**config.mk**
```make
export PLATFORM = sky130hd
export DESIGN_NAME = limit_counter_with_local_reserves
export DESIGN_NICKNAME = d
export VERILOG_FILES = /design/src/sv/lcr_pkg.sv /design/src/sv/limit_counter_with_local_reserves.sv /design/src/sv/lcr_ram.sv /design/src/sv/lcr_div.sv
export SDC_FILE = /design/constraint.sdc
export NUM_CORES = 2
export LEC_CHECK = 0
export BUFFER_PORTS_ARGS = -buffer_cell sky130_fd_sc_hd__buf_2
export CORE_AREA = 3 3 474 476
export DETAILED_ROUTE_END_ITERATION = 8
export DIE_AREA = 0 0 477 479
export HOLD_SLACK_MARGIN = 0.1
export PLACE_DENSITY = 0.41
export SETUP_SLACK_MARGIN = 0.4
export SLEW_MARGIN = 10
export SYNTH_ARGS = -nofsm -noshare
export SYNTH_HDL_FRONTEND = slang
export SYNTH_SLANG_ARGS = --single-unit
```
**constraint.sdc**
```tcl
create_clock -name clock -period 7.7 [get_ports clock]
set_input_delay 1.54 -clock clock [delete_from_list [all_inputs] [get_ports clock]]
set_output_delay 1.54 -clock clock [all_outputs]
set_load 0.005 [all_outputs]
```
**src/sv/lcr_pkg.sv**
```systemverilog
`default_nettype none

package lcr_pkg;

   localparam int DATA_W = 32;
   localparam int CMD_W = 3;
   localparam int REQ_W = 3;
   localparam int ACTIVE_W = 4;
   localparam int CSR_IDX_W = 1;
   localparam int REQUESTERS_DEFAULT = 8;

   localparam logic [DATA_W-1:0] LIMIT_RESET = 32'd10000;
   localparam logic [ACTIVE_W-1:0] ACTIVE_RESET = 4'd8;

   localparam logic [CSR_IDX_W-1:0] CSR_COUNT_LIMIT = 1'b0;
   localparam logic [CSR_IDX_W-1:0] CSR_ACTIVE_REQUESTERS = 1'b1;

   typedef enum logic [CMD_W-1:0] {
      CMD_ADD = 3'd0,
      CMD_SUB = 3'd1,
      CMD_READ = 3'd2,
      CMD_REGISTER = 3'd3,
      CMD_UNREGISTER = 3'd4
   } cmd_type;

   typedef struct packed {
      logic start;
      logic [DATA_W-1:0] dividend;
      logic [ACTIVE_W-1:0] divisor;
   } div_ctl_type;

   typedef struct packed {
      logic done;
      logic [DATA_W-1:0] quotient;
   } div_sts_type;

   function automatic logic [DATA_W-1:0] sat_add(input logic [DATA_W-1:0] a,
                                                 input logic [DATA_W-1:0] b);
      logic [DATA_W:0] s;
      s = {1'b0, a} + {1'b0, b};
      return s[DATA_W] ? {DATA_W{1'b1}} : s[DATA_W-1:0];
   endfunction

   function automatic logic [DATA_W-1:0] sat_sub(input logic [DATA_W-1:0] a,
                                                 input logic [DATA_W-1:0] b);
      return (a >= b) ? (a - b) : '0;
   endfunction

endpackage

`default_nettype wire

```
**src/sv/limit_counter_with_local_reserves.sv**
```systemverilog
// Split limit counter: a shared pool plus a local count and ceiling per requester.
// Requests arrive on the req_ channel (command, requester, delta); each one gives
// exactly one result on the rsp_ channel (ok, total). A transfer takes place at a
// rising clock edge where valid is high and stall is low.
// The block works on one request at a time and holds req_stall high while busy.
// Steps after a request transfer: a register goes straight to the result; an add
// or subtract inside the local slack and an unregister first update the local
// entry; an add or subtract that goes to the pool checks the pool and then runs a
// one-bit-per-cycle divider over all 32 bits; a failed pool check ends there; a
// read sums the local counts one RAM read at a time. A new request can be taken
// in the same cycle that the result goes valid.
// A finished result sits in an output register; a new request is taken while it
// waits. If the receiver stalls and a second result is ready, the sequencer holds
// that result and keeps req_stall high until the output register frees up.
// Synchronous reset loads count_limit with 10000 and active_requesters with 8 and
// clears the pool, the reserve, all registrations and all local entries at once.
// The csr_ port writes count_limit (index 0) or active_requesters (index 1) at any
// edge where csr_write_enable is high; write only while the block is idle.
`default_nettype none

module limit_counter_with_local_reserves #(
   parameter int REQUESTERS = lcr_pkg::REQUESTERS_DEFAULT
) (
   input  wire logic                          clock,
   input  wire logic                          reset,
   input  wire logic                          req_valid,
   output logic                               req_stall,
   input  wire logic [lcr_pkg::CMD_W-1:0]     req_command,
   input  wire logic [lcr_pkg::REQ_W-1:0]     req_requester,
   input  wire logic [lcr_pkg::DATA_W-1:0]    req_delta,
   output logic                               rsp_valid,
   input  wire logic                          rsp_stall,
   output logic                               rsp_ok,
   output logic [lcr_pkg::DATA_W-1:0]         rsp_total,
   input  wire logic                          csr_write_enable,
   input  wire logic [lcr_pkg::CSR_IDX_W-1:0] csr_index,
   input  wire logic [lcr_pkg::DATA_W-1:0]    csr_write_data
);

   localparam int IDX_W = (REQUESTERS > 1) ? $clog2(REQUESTERS) : 1;
   localparam int DW = lcr_pkg::DATA_W;

   typedef enum logic [3:0] {
      ST_IDLE,
      ST_DECIDE,
      ST_CHECK,
      ST_DIVLOAD,
      ST_DIV,
      ST_REBAL,
      ST_SUM_WAIT,
      ST_SUM_ACC,
      ST_FINISH
   } state_type;

   state_type                        state_ff, state_in;
   lcr_pkg::cmd_type                 cmd_ff, cmd_in;
   logic [IDX_W-1:0]                 idx_ff, idx_in;
   logic [DW-1:0]                    delta_ff, delta_in;
   logic                             ok_ff, ok_in;
   logic [DW-1:0]                    sum_ff, sum_in;
   logic [DW-1:0]                    pool_ff, pool_in;
   logic [DW-1:0]                    reserve_ff, reserve_in;
   logic [DW-1:0]                    limit_ff;
   logic [lcr_pkg::ACTIVE_W-1:0]     active_ff;
   logic [REQUESTERS-1:0]            registered_ff, registered_in;
   logic [REQUESTERS-1:0]            entry_valid_ff, entry_valid_in;
   logic                             rsp_valid_ff, rsp_valid_in;
   logic                             rsp_ok_ff, rsp_ok_in;
   logic [DW-1:0]                    rsp_total_ff, rsp_total_in;

   logic                             req_accept;
   logic [6:0]                       req_ext;
   logic                             req_idx_ok;
   logic [IDX_W-1:0]                 req_idx;
   logic [IDX_W-1:0]                 rd_addr;
   logic [DW-1:0]                    cnt_q, ceil_q;
   logic [DW-1:0]                    lc, lcl;
   logic [DW-1:0]                    headroom;
   logic [DW-1:0]                    give;
   logic                             ram_we;
   logic [DW-1:0]                    wr_count, wr_ceil;
   lcr_pkg::div_ctl_type             div_ctl;
   lcr_pkg::div_sts_type             div_sts;

   assign req_stall = (state_ff != ST_IDLE);
   assign req_accept = req_valid && !req_stall;
   assign req_ext = {4'b0000, req_requester};
   assign req_idx_ok = (req_ext < 7'(REQUESTERS));
   assign req_idx = req_ext[IDX_W-1:0];
   assign rd_addr = (state_ff == ST_IDLE) ? req_idx : idx_ff;

   assign lc = entry_valid_ff[idx_ff] ? cnt_q : '0;
   assign lcl = entry_valid_ff[idx_ff] ? ceil_q : '0;
   assign headroom = lcr_pkg::sat_sub(lcr_pkg::sat_sub(limit_ff, pool_ff), reserve_ff);
   assign give = ((div_sts.quotient >> 1) > pool_ff) ? pool_ff : (div_sts.quotient >> 1);

   lcr_ram #(.WIDTH(DW), .DEPTH(REQUESTERS)) u_count_ram (
      .clock   (clock),
      .wr_en   (ram_we),
      .wr_addr (idx_ff),
      .wr_data (wr_count),
      .rd_addr (rd_addr),
      .rd_data (cnt_q)
   );

   lcr_ram #(.WIDTH(DW), .DEPTH(REQUESTERS)) u_ceiling_ram (
      .clock   (clock),
      .wr_en   (ram_we),
      .wr_addr (idx_ff),
      .wr_data (wr_ceil),
      .rd_addr (rd_addr),
      .rd_data (ceil_q)
   );

   lcr_div u_div (
      .clock (clock),
      .reset (reset),
      .ctl   (div_ctl),
      .sts   (div_sts)
   );

   always_comb begin
      state_in = state_ff;
      cmd_in = cmd_ff;
      idx_in = idx_ff;
      delta_in = delta_ff;
      ok_in = ok_ff;
      sum_in = sum_ff;
      pool_in = pool_ff;
      reserve_in = reserve_ff;
      registered_in = registered_ff;
      entry_valid_in = entry_valid_ff;
      rsp_valid_in = rsp_valid_ff && rsp_stall;
      rsp_ok_in = rsp_ok_ff;
      rsp_total_in = rsp_total_ff;
      ram_we = 1'b0;
      wr_count = '0;
      wr_ceil = '0;
      div_ctl.start = 1'b0;
      div_ctl.dividend = headroom;
      div_ctl.divisor = (active_ff == '0) ? lcr_pkg::ACTIVE_W'(1) : active_ff;

      case (state_ff)
         ST_IDLE: begin
            if (req_accept) begin
               cmd_in = lcr_pkg::cmd_type'(req_command);
               idx_in = req_idx;
               delta_in = req_delta;
               ok_in = 1'b0;
               sum_in = '0;
               state_in = ST_FINISH;
               if (req_idx_ok) begin
                  case (req_command)
                     lcr_pkg::CMD_ADD, lcr_pkg::CMD_SUB, lcr_pkg::CMD_UNREGISTER: begin
                        state_in = ST_DECIDE;
                     end
                     lcr_pkg::CMD_READ: begin
                        sum_in = pool_ff;
                        idx_in = '0;
                        state_in = ST_SUM_WAIT;
                     end
                     lcr_pkg::CMD_REGISTER: begin
                        registered_in[req_idx] = 1'b1;
                        ok_in = 1'b1;
                     end
                     default: begin
                        ok_in = 1'b0;
                     end
                  endcase
               end
            end
         end
         ST_DECIDE: begin
            ram_we = 1'b1;
            entry_valid_in[idx_ff] = 1'b1;
            if (cmd_ff == lcr_pkg::CMD_ADD && lcr_pkg::sat_sub(lcl, lc) >= delta_ff) begin
               wr_count = lc + delta_ff;
               wr_ceil = lcl;
               ok_in = 1'b1;
               state_in = ST_FINISH;
            end else if (cmd_ff == lcr_pkg::CMD_SUB && lc >= delta_ff) begin
               wr_count = lc - delta_ff;
               wr_ceil = lcl;
               ok_in = 1'b1;
               state_in = ST_FINISH;
            end else begin
               pool_in = lcr_pkg::sat_add(pool_ff, lc);
               reserve_in = lcr_pkg::sat_sub(reserve_ff, lcl);
               if (cmd_ff == lcr_pkg::CMD_UNREGISTER) begin
                  registered_in[idx_ff] = 1'b0;
                  ok_in = 1'b1;
                  state_in = ST_FINISH;
               end else begin
                  state_in = ST_CHECK;
               end
            end
         end
         ST_CHECK: begin
            if (cmd_ff == lcr_pkg::CMD_ADD) begin
               if (headroom < delta_ff) begin
                  state_in = ST_FINISH;
               end else begin
                  pool_in = pool_ff + delta_ff;
                  state_in = ST_DIVLOAD;
               end
            end else begin
               if (pool_ff < delta_ff) begin
                  state_in = ST_FINISH;
               end else begin
                  pool_in = pool_ff - delta_ff;
                  state_in = ST_DIVLOAD;
               end
            end
         end
         ST_DIVLOAD: begin
            div_ctl.start = 1'b1;
            state_in = ST_DIV;
         end
         ST_DIV: begin
            if (div_sts.done) begin
               state_in = ST_REBAL;
            end
         end
         ST_REBAL: begin
            ram_we = 1'b1;
            entry_valid_in[idx_ff] = 1'b1;
            wr_count = give;
            wr_ceil = div_sts.quotient;
            reserve_in = lcr_pkg::sat_add(reserve_ff, div_sts.quotient);
            pool_in = pool_ff - give;
            ok_in = 1'b1;
            state_in = ST_FINISH;
         end
         ST_SUM_WAIT: begin
            state_in = ST_SUM_ACC;
         end
         ST_SUM_ACC: begin
            if (registered_ff[idx_ff]) begin
               sum_in = lcr_pkg::sat_add(sum_ff, lc);
            end
            if (idx_ff == IDX_W'(REQUESTERS - 1)) begin
               ok_in = 1'b1;
               state_in = ST_FINISH;
            end else begin
               idx_in = idx_ff + IDX_W'(1);
               state_in = ST_SUM_WAIT;
            end
         end
         ST_FINISH: begin
            if (!rsp_valid_ff || !rsp_stall) begin
               rsp_valid_in = 1'b1;
               rsp_ok_in = ok_ff;
               rsp_total_in = sum_ff;
               state_in = ST_IDLE;
            end
         end
         default: begin
            state_in = ST_IDLE;
         end
      endcase
   end

   always_ff @(posedge clock) begin
      if (reset) begin
         state_ff <= ST_IDLE;
         pool_ff <= '0;
         reserve_ff <= '0;
         limit_ff <= lcr_pkg::LIMIT_RESET;
         active_ff <= lcr_pkg::ACTIVE_RESET;
         registered_ff <= '0;
         entry_valid_ff <= '0;
         rsp_valid_ff <= 1'b0;
      end else begin
         state_ff <= state_in;
         pool_ff <= pool_in;
         reserve_ff <= reserve_in;
         registered_ff <= registered_in;
         entry_valid_ff <= entry_valid_in;
         rsp_valid_ff <= rsp_valid_in;
         if (csr_write_enable) begin
            case (csr_index)
               lcr_pkg::CSR_COUNT_LIMIT: begin
                  limit_ff <= csr_write_data;
               end
               lcr_pkg::CSR_ACTIVE_REQUESTERS: begin
                  active_ff <= csr_write_data[lcr_pkg::ACTIVE_W-1:0];
               end
               default: begin
                  limit_ff <= limit_ff;
               end
            endcase
         end
      end
      cmd_ff <= cmd_in;
      idx_ff <= idx_in;
      delta_ff <= delta_in;
      ok_ff <= ok_in;
      sum_ff <= sum_in;
      rsp_ok_ff <= rsp_ok_in;
      rsp_total_ff <= rsp_total_in;
   end

   assign rsp_valid = rsp_valid_ff;
   assign rsp_ok = rsp_ok_ff;
   assign rsp_total = rsp_total_ff;

   a_div_done_in_div: assert property (@(posedge clock) disable iff (reset)
      div_sts.done |-> state_ff == ST_DIV)
      else $error("divider finished outside of its wait state");

   a_fail_total_zero: assert property (@(posedge clock) disable iff (reset)
      rsp_valid && !rsp_ok |-> rsp_total == '0)
      else $error("failed result carries a nonzero total");

   a_ram_write_busy: assert property (@(posedge clock) disable iff (reset)
      ram_we |-> (state_ff == ST_DECIDE || state_ff == ST_REBAL))
      else $error("local entry written outside an update step");

   a_rsp_load_on_free: assert property (@(posedge clock) disable iff (reset)
      state_ff == ST_FINISH && rsp_valid_ff && rsp_stall |=> state_ff == ST_FINISH)
      else $error("result left the sequencer while the output register was full");

endmodule

`default_nettype wire

```
**src/sv/lcr_ram.sv**
```systemverilog
`default_nettype none

module lcr_ram #(
   parameter int WIDTH = 32,
   parameter int DEPTH = 8,
   localparam int AW = (DEPTH > 1) ? $clog2(DEPTH) : 1
) (
   input  wire logic             clock,
   input  wire logic             wr_en,
   input  wire logic [AW-1:0]    wr_addr,
   input  wire logic [WIDTH-1:0] wr_data,
   input  wire logic [AW-1:0]    rd_addr,
   output logic [WIDTH-1:0]      rd_data
);

   logic [WIDTH-1:0] mem_ff [DEPTH];
   logic [WIDTH-1:0] rd_data_ff;

   always_ff @(posedge clock) begin
      if (wr_en) begin
         mem_ff[wr_addr] <= wr_data;
      end
      rd_data_ff <= mem_ff[rd_addr];
   end

   assign rd_data = rd_data_ff;

endmodule

`default_nettype wire

```
**src/sv/lcr_div.sv**
```systemverilog
`default_nettype none

module lcr_div (
   input  wire logic                 clock,
   input  wire logic                 reset,
   input  wire lcr_pkg::div_ctl_type ctl,
   output lcr_pkg::div_sts_type      sts
);

   logic                              busy_ff, busy_in;
   logic                              done_ff, done_in;
   logic [4:0]                        cnt_ff, cnt_in;
   logic [lcr_pkg::ACTIVE_W-1:0]      rem_ff, rem_in;
   logic [lcr_pkg::ACTIVE_W-1:0]      divisor_ff, divisor_in;
   logic [lcr_pkg::DATA_W-1:0]        quo_ff, quo_in;
   logic [lcr_pkg::ACTIVE_W:0]        trial;

   always_comb begin
      busy_in = busy_ff;
      done_in = 1'b0;
      cnt_in = cnt_ff;
      rem_in = rem_ff;
      divisor_in = divisor_ff;
      quo_in = quo_ff;
      trial = {rem_ff, quo_ff[lcr_pkg::DATA_W-1]};
      if (ctl.start) begin
         busy_in = 1'b1;
         cnt_in = '0;
         rem_in = '0;
         divisor_in = ctl.divisor;
         quo_in = ctl.dividend;
      end else if (busy_ff) begin
         if (trial >= {1'b0, divisor_ff}) begin
            rem_in = lcr_pkg::ACTIVE_W'(trial - {1'b0, divisor_ff});
            quo_in = {quo_ff[lcr_pkg::DATA_W-2:0], 1'b1};
         end else begin
            rem_in = trial[lcr_pkg::ACTIVE_W-1:0];
            quo_in = {quo_ff[lcr_pkg::DATA_W-2:0], 1'b0};
         end
         cnt_in = cnt_ff + 5'd1;
         if (cnt_ff == '1) begin
            busy_in = 1'b0;
            done_in = 1'b1;
         end
      end
   end

   always_ff @(posedge clock) begin
      if (reset) begin
         busy_ff <= 1'b0;
         done_ff <= 1'b0;
         cnt_ff <= '0;
      end else begin
         busy_ff <= busy_in;
         done_ff <= done_in;
         cnt_ff <= cnt_in;
      end
      rem_ff <= rem_in;
      divisor_ff <= divisor_in;
      quo_ff <= quo_in;
   end

   assign sts.done = done_ff;
   assign sts.quotient = quo_ff;

endmodule

`default_nettype wire
```
# ---- Word level (Yosys, flattened, before mapping)
# Memories as Yosys holds them, arrays and structs flattened. A register that Yosys moved wholly into a read port is not among the register bits.
# Index checks and enable logic that the tools add are counted.
dict set report classes {
  n_addsub 15
  n_mul 0
  n_div 0
  n_lt_le_gt_ge 15
  n_eq_ne 30
  n_shift 0
  mux 86
  n_bitwise 6
  reduce_logical 36
}
# operator n
set op_table {}
lappend op_table {{$mux W32} 27}
lappend op_table {{$pmux W32 S2} 4}
lappend op_table {{$sub A32 B32 Y32} 7}
lappend op_table {{$ge A32 B32 Y1} 6}
lappend op_table {{$add A32 B32 Y33} 3}
lappend op_table {{$pmux W32 S3} 1}
lappend op_table {{$add A32 B32 Y32} 2}
lappend op_table {{$lt A32 B32 Y1} 2}
lappend op_table {{$mux W4} 12}
lappend op_table {{$mux W8} 6}
lappend op_table {{$pmux W4 S9} 1}
lappend op_table {{$gt A31 B32 Y1} 1}
lappend op_table {{$mux W1} 22}
lappend op_table {{$ne A2 B2 Y1 const B} 9}
lappend op_table {{$eq A4 B3 Y1 const B} 4}
lappend op_table {{$or A8 B8 Y8} 2}
lappend op_table {{$pmux W8 S2} 1}
lappend op_table {{$mux W3} 5}
lappend op_table {{$lt A3 B4 Y1 const B} 3}
lappend op_table {{$reduce_and A3 Y1} 4}
lappend op_table {{$eq A3 B3 Y1 const B} 3}
lappend op_table {{$and A8 B8 Y8} 1}
lappend op_table {{$eq A4 B2 Y1 const B} 2}
lappend op_table {{$logic_not A4 Y1} 2}
lappend op_table {{other kinds (33)} 58}
dict set report totals {
  reg_bits 272
  latch_bits 0
  ramBits 512
  romBits 0
  inputBits 76
  output_inout_bits 35
  wordCells 211
  memories 2
}
# name depth word_bits rd rd_ports_with_merged_regs wr line_no
set mem_list {}
lappend mem_list {u_ceiling_ram.mem_ff 8 32 1 1 1 lcr_ram.sv:16} ;# logic [WIDTH-1:0] mem_ff [DEPTH];
lappend mem_list {u_count_ram.mem_ff 8 32 1 1 1 lcr_ram.sv:16}

# ---- Longest topological paths before layout
dict set report logic_depth {
  depth_word 10
  depth_mapped 40
  mapped_depth_nobuf 38
}

# ---- Cells and area by module
# From an unflattened synthesis, not the netlist that was laid out.
dict set report hier_totals {
  hier_cells 5330
  hier_area_um2 55851.1
}
# mod instances cells_each area_each_um2 seq_area_each_um2
set modules_own_cells {}
lappend modules_own_cells {limit_counter_with_local_reserves 1 4356 32809.0 5545.3}
lappend modules_own_cells {lcr_ram 2 415 10466.3 8328.0}
lappend modules_own_cells {lcr_div 1 144 2109.5 1301.2}

# ---- Worst setup path before layout
# Ideal clock, no wire load.
dict set report synth_path {
  kind {reg2reg}
  start {reg state_ff[0]}
  end {mem u_ceiling_ram.mem_ff[0][0], enable pin}
  setup_time_ns 0.647
  t_arrival_ns 7.163
  required_ns 7.053
  slack_ns -0.110
  stages_incl_launch_ff 5
  n_path_buf 0
  period_less_slack_ns 7.810
  path_cell_list {dfxtp_1 > nand2b_1 > nor3_1 > nor2_1 > nor4_1}
}
dict set report synth_between {
  elab_chain_cells 5
  word_cells_on_any_way 6
  cone_classes {eq/ne (2); mux (3); reduce/logical (1)}
}
# item line_no
set synth_lines {}
lappend synth_lines {{from (decl)} limit_counter_with_local_reserves.sv:55} ;# state_type state_ff, state_in;
lappend synth_lines {{from (signal assigned)} limit_counter_with_local_reserves.sv:274} ;# state_ff <= state_in;
lappend synth_lines {{$eq A4 B1 Y1 or $eq A4 B3 Y1 (tied branches)} limit_counter_with_local_reserves.sv:143} ;# case (state_ff)
lappend synth_lines {{$reduce_or A2 Y1 (no source line) (*)} --}
lappend synth_lines {{$mux W1 (*)} limit_counter_with_local_reserves.sv:143}
lappend synth_lines {{$mux W1 (*)} lcr_ram.sv:20} ;# if (wr_en) begin
lappend synth_lines {{$mux W1 (implied by the code) (*)} lcr_ram.sv:21} ;# mem_ff[wr_addr] <= wr_data;
lappend synth_lines {{to (decl)} lcr_ram.sv:16}
# Every way passes the cells marked *; elsewhere a longest branch is shown, timed or not.

# ---- Worst setup path in the final report
dict set report layout_path {
  start {reg pool_ff[22]}
  end {reg pool_ff[26]}
}
dict set report layout_between {
  elab_chain_cells 7
  word_cells_on_any_way 24
  cone_classes {add/sub (6); order compare (5); eq/ne (2); mux (10); reduce/logical (1)}
}
# item line_no
set layout_lines {}
lappend layout_lines {{from (decl)} limit_counter_with_local_reserves.sv:61} ;# logic [DW-1:0] pool_ff, pool_in;
lappend layout_lines {{from (signal assigned)} limit_counter_with_local_reserves.sv:275} ;# pool_ff <= pool_in;
lappend layout_lines {{$sub A32 B32 Y32 or $ge A32 B32 Y1 (tied branches)} lcr_pkg.sv:46} ;# return (a >= b) ? (a - b) : '0;
lappend layout_lines {{$mux W32} lcr_pkg.sv:46}
lappend layout_lines {{$sub A32 B32 Y32 or $ge A32 B32 Y1 (tied branches)} lcr_pkg.sv:46}
lappend layout_lines {{$mux W32} lcr_pkg.sv:46}
lappend layout_lines {{$lt A32 B32 Y1} limit_counter_with_local_reserves.sv:200} ;# if (headroom < delta_ff) begin
lappend layout_lines {{$ne A3 B3 Y1 (no source line)} --}
lappend layout_lines {{$reduce_and A5 Y1 (no source line)} --}
# Parallel ways exist; a longest one is shown, timed or not. The select of a mux whose other input is x is not followed.
# A chain may end at the register's enable or synchronous reset.

==> flow_metrics.env <==
export IMPL_tightest_slew_ps=1150
export IMPL_crit_path_start_kind="flop"
export IMPL_drive_gt1_share_pct=20.3
export IMPL_grt_max_degree=129
export IMPL_cts_max_level=3
export IMPL_p_leak_nw=25.2
export IMPL_die_w_um=477
export IMPL_clock_sinks=848
export IMPL_path_clk_slew_ps=60
export IMPL_synth_ff_type="edfxtp_1"
export IMPL_initial_core_util_pct=24.9
export IMPL_yosysWarnings=0
export IMPL_crit_path_max_fanout=8
export IMPL_cp_required_ps=8350
export IMPL_cts_root_buf="clkbuf_16"
export IMPL_cp_num_cells=43
export IMPL_first_pass_iters=7
export IMPL_gp_congestion=0.951
export IMPL_p_int_mw=15.3
export IMPL_r2r_slack_ps=220
export IMPL_core_area_mm2=0.221
export IMPL_fin_skew_ps=46.4
export IMPL_cts_buffers=95
export IMPL_rows=173
export IMPL_max_stage_delay_ps=350
export IMPL_ys_async_sr_fraction_pct=0
export IMPL_pin_count=111
export IMPL_hold_depth=0
export IMPL_setup_viol_count_final=0
export IMPL_holdCritPathClass="reg -> reg"
export IMPL_ys_ff_latch=848
export IMPL_ir_drop_mv=0.267
export IMPL_critical_path_class="reg -> reg"
export IMPL_portBuffers=110
export IMPL_rsz0062_at_grt="yes"
export IMPL_synth_edf_count=652
export IMPL_first_global_vias=44000
export IMPL_die_h_um=479
export IMPL_r2r_cells=43
export IMPL_power_total_mw=27.0
export IMPL_period_needed_ps=7480
export IMPL_ys_seq_area_share_pct=42.7
export IMPL_power_frac_comb_pct=60.8
export IMPL_power_density_mw_per_mm2=407
export IMPL_slowest_stage="dfxtp_2"
export IMPL_r2r_end="pool_ff[26]"
export IMPL_ys_types=108
export IMPL_syn_area_mm2=0.0550
export IMPL_first_iter_violations=3726
export IMPL_tritoncts="done"
export IMPL_switching_share_pct=43.3
export IMPL_track_usage_pct=18.9
export IMPL_min_from="ok_ff"
export IMPL_max_freq_mhz=134
export IMPL_hold_viol=0
export IMPL_power_switching_mw=11.7
export IMPL_endpoint_kind="flop"
export IMPL_insertion_delay_ps=760
export IMPL_cts_hold_buf=0
export IMPL_via_count=44800
export IMPL_grt_overflow=0
export IMPL_syn_avg_cell_area_um2=10.5
export IMPL_critPathTopFamily="compound AO/OA/AOI/OAI gates"
export IMPL_rr_startpoint="pool_ff[22]"
export IMPL_drc=0
export IMPL_drv_cap=0
export IMPL_area_growth_syn_to_layout_pct=20.7
export IMPL_routed_via_density=5.14
export IMPL_power_frac_seq_pct=22.0
export IMPL_nNetsFinal=6220
export IMPL_fin_crit_sh_pct=97.1
export IMPL_min_to="rsp_ok"
export IMPL_clock_path_buffers=3
export IMPL_syn_num_nets=5820
export IMPL_totalWireLength_mm=225
export IMPL_antenna_found_initial=6
export IMPL_clkPwrFrac_pct=17.2
export IMPL_crit_path_frequent_cell="a21o_1"
export IMPL_ant_nets=0
export IMPL_grt_pass1_wl_mm=318
export IMPL_max_slew_margin_pct=23.0
export IMPL_fin_util_pct=30.0
export IMPL_dpl_hpwl_mm=171
export IMPL_dieArea_mm2=0.228
export IMPL_syn_inst=5248
export IMPL_worstPathArrival_ps=8130
export IMPL_layout_setup_ws_ps=221
export IMPL_outcome="complete, no violations"
export IMPL_wl_per_cell_um=25.8
export IMPL_slew_viol_final=0
export IMPL_cp_num_buf_inv=11
export IMPL_post_place_ws_ps=-224
## synthesized netlist by cell type (13+ instances only)
master / n / area, um^2
or2_2: 18 / 113
mux4_2: 132 / 2970
nand4_1: 54 / 338
a21oi_1: 515 / 2580
o221a_2: 19 / 214
nand3_1: 99 / 495
nor3_1: 95 / 475
nor2_1: 347 / 1300
dfxtp_1: 196 / 3920
a2111oi_0: 14 / 123
and2_1: 21 / 131
nand2_1: 366 / 1370
xnor2_1: 141 / 1230
a211oi_1: 79 / 593
a221oi_1: 39 / 342
inv_1: 292 / 1100
mux2i_1: 48 / 480
fa_1: 13 / 260
xor2_1: 102 / 893
a21boi_0: 14 / 105
edfxtp_1: 652 / 19600
o31ai_1: 50 / 375
a21o_1: 136 / 1020
buf_2: 36 / 180
o21ai_0: 290 / 1450
a31o_2: 15 / 131
ha_1: 483 / 6040
or3_1: 33 / 206
mux2_2: 83 / 935
a211o_1: 19 / 166
a31oi_1: 67 / 419
buf_1: 20 / 75.1
and3_1: 39 / 244
nor4_1: 16 / 100
nor2b_1: 54 / 338
o22ai_1: 40 / 250
o21bai_1: 45 / 338
clkbuf_1: 141 / 529
a311oi_1: 18 / 158
nand3b_1: 13 / 97.6
a221o_1: 17 / 170
o21a_1: 61 / 458
nand2b_1: 65 / 407
o211ai_1: 39 / 293
## cells by family after synthesis
family                   Yosys count  synth area share (%)
flip-flops                       848                  42.7
adder cells (fa/ha/maj)          497                  11.5
XOR/XNOR                         243                  3.87
multiplexers                     263                  7.97
buffers and inverters            500                  3.59
AO/OA/AOI/OAI                   1626                  19.4
AND/OR/NAND/NOR                 1271                  11.0
## layer usage
metal	vias to the layer above	wire length [um]	share of wire (%)	GRT usage, %
met1	22300	101000	45	25.4
met4	6	14300	6.3	10.2
met5	-	41	0.018	0
li1	20900	-	-	-
met3	340	10000	4.5	2.03
met2	1350	100000	45	29.9
## state kept, by name, indices dropped and copies added, names as in the netlist, 8 cells and up
name and flops:
u_count_ram.mem_ff 256, sum_ff 32, pool_ff 32, registered_ff 8, reserve_ff 32, rsp_total 32, u_div.quo_ff 32, u_ceiling_ram.rd_data 32
u_ceiling_ram.mem_ff 256, u_count_ram.rd_data 32, delta_ff 32, limit_ff 32, entry_valid_ff 8
## final cells by class
| class | count | area, um^2 |
|---|---|---|
| Clock inverter | 51 | 538 |
| Fill cell | 22900 | 155000 |
| Antenna cell | 12 | 30.0 |
| Sequential cell | 848 | 23500 |
| Inverter | 293 | 1100 |
| Timing Repair Buffer | 510 | 4080 |
| Multi-Input combinational cell | 3900 | 30800 |
| Tap cell | 2975 | 3720 |
| Clock buffer | 128 | 2650 |
## power groups by stage
stage               sequential [mW]  combinational (mW)  clock (mW)
global placement               6.04                14.7           0
floorplan                      5.85                9.35           0
global route                   5.99                17.8        4.98
CTS                            5.95                15.3        4.81
detailed placement             6.04                14.6           0
finish                         5.95                16.4        4.65
## repair_timing
item,in CTS,in global routing
cloned,6,7
buffers inserted,33,26
endpoints found under the setup margin,474,576
gates resized for setup,116,159
pin swaps,93,84
## worst max path at each step
stage,endpoint,from
detailed placement,pool_ff[9],pool_ff[0]
floorplan,u_count_ram.mem_ff[0][3],idx_ff[0]
finish,pool_ff[26],pool_ff[22]
global placement,pool_ff[0],pool_ff[0]
global route,pool_ff[26],pool_ff[13]
CTS,pool_ff[26],pool_ff[0]
## through the flow
step | hold slack [ps] | instances | setup TNS, ps | instance area (um^2)
finish | 435 | 8717 | 0 | 66400
global route | 447 | 8717 | 0 | 66400
CTS | 438 | 8672 | 0 | 65300
detailed placement | 429 | 8454 | -6250 | 61200
global placement | 426 | 8454 | -5630 | 61200
floorplan | 400 | 5248 | 0 | 55000
## placed cells by master (no fill, tap or decap), types with 45 or more instances in the layout
cell / n
edfxtp_1: 652
a21oi_1: 466
ha_1: 461
nand2_1: 361
buf_4: 345
nor2_1: 333
inv_1: 287
o21ai_0: 263
dfxtp_1: 192
xnor2_1: 140
a21o_1: 136
mux4_2: 132
buf_2: 109
xor2_1: 101
clkbuf_16: 101
nand3_1: 92
nor3_1: 86
mux2_2: 82
nand2b_1: 65
a31oi_1: 65
a211oi_1: 62
o21a_1: 61
nand4_1: 54
nor2b_1: 51
o31ai_1: 48
a21oi_2: 46
mux2i_1: 45
Note: power is estimated with default switching activity, not from simulation.
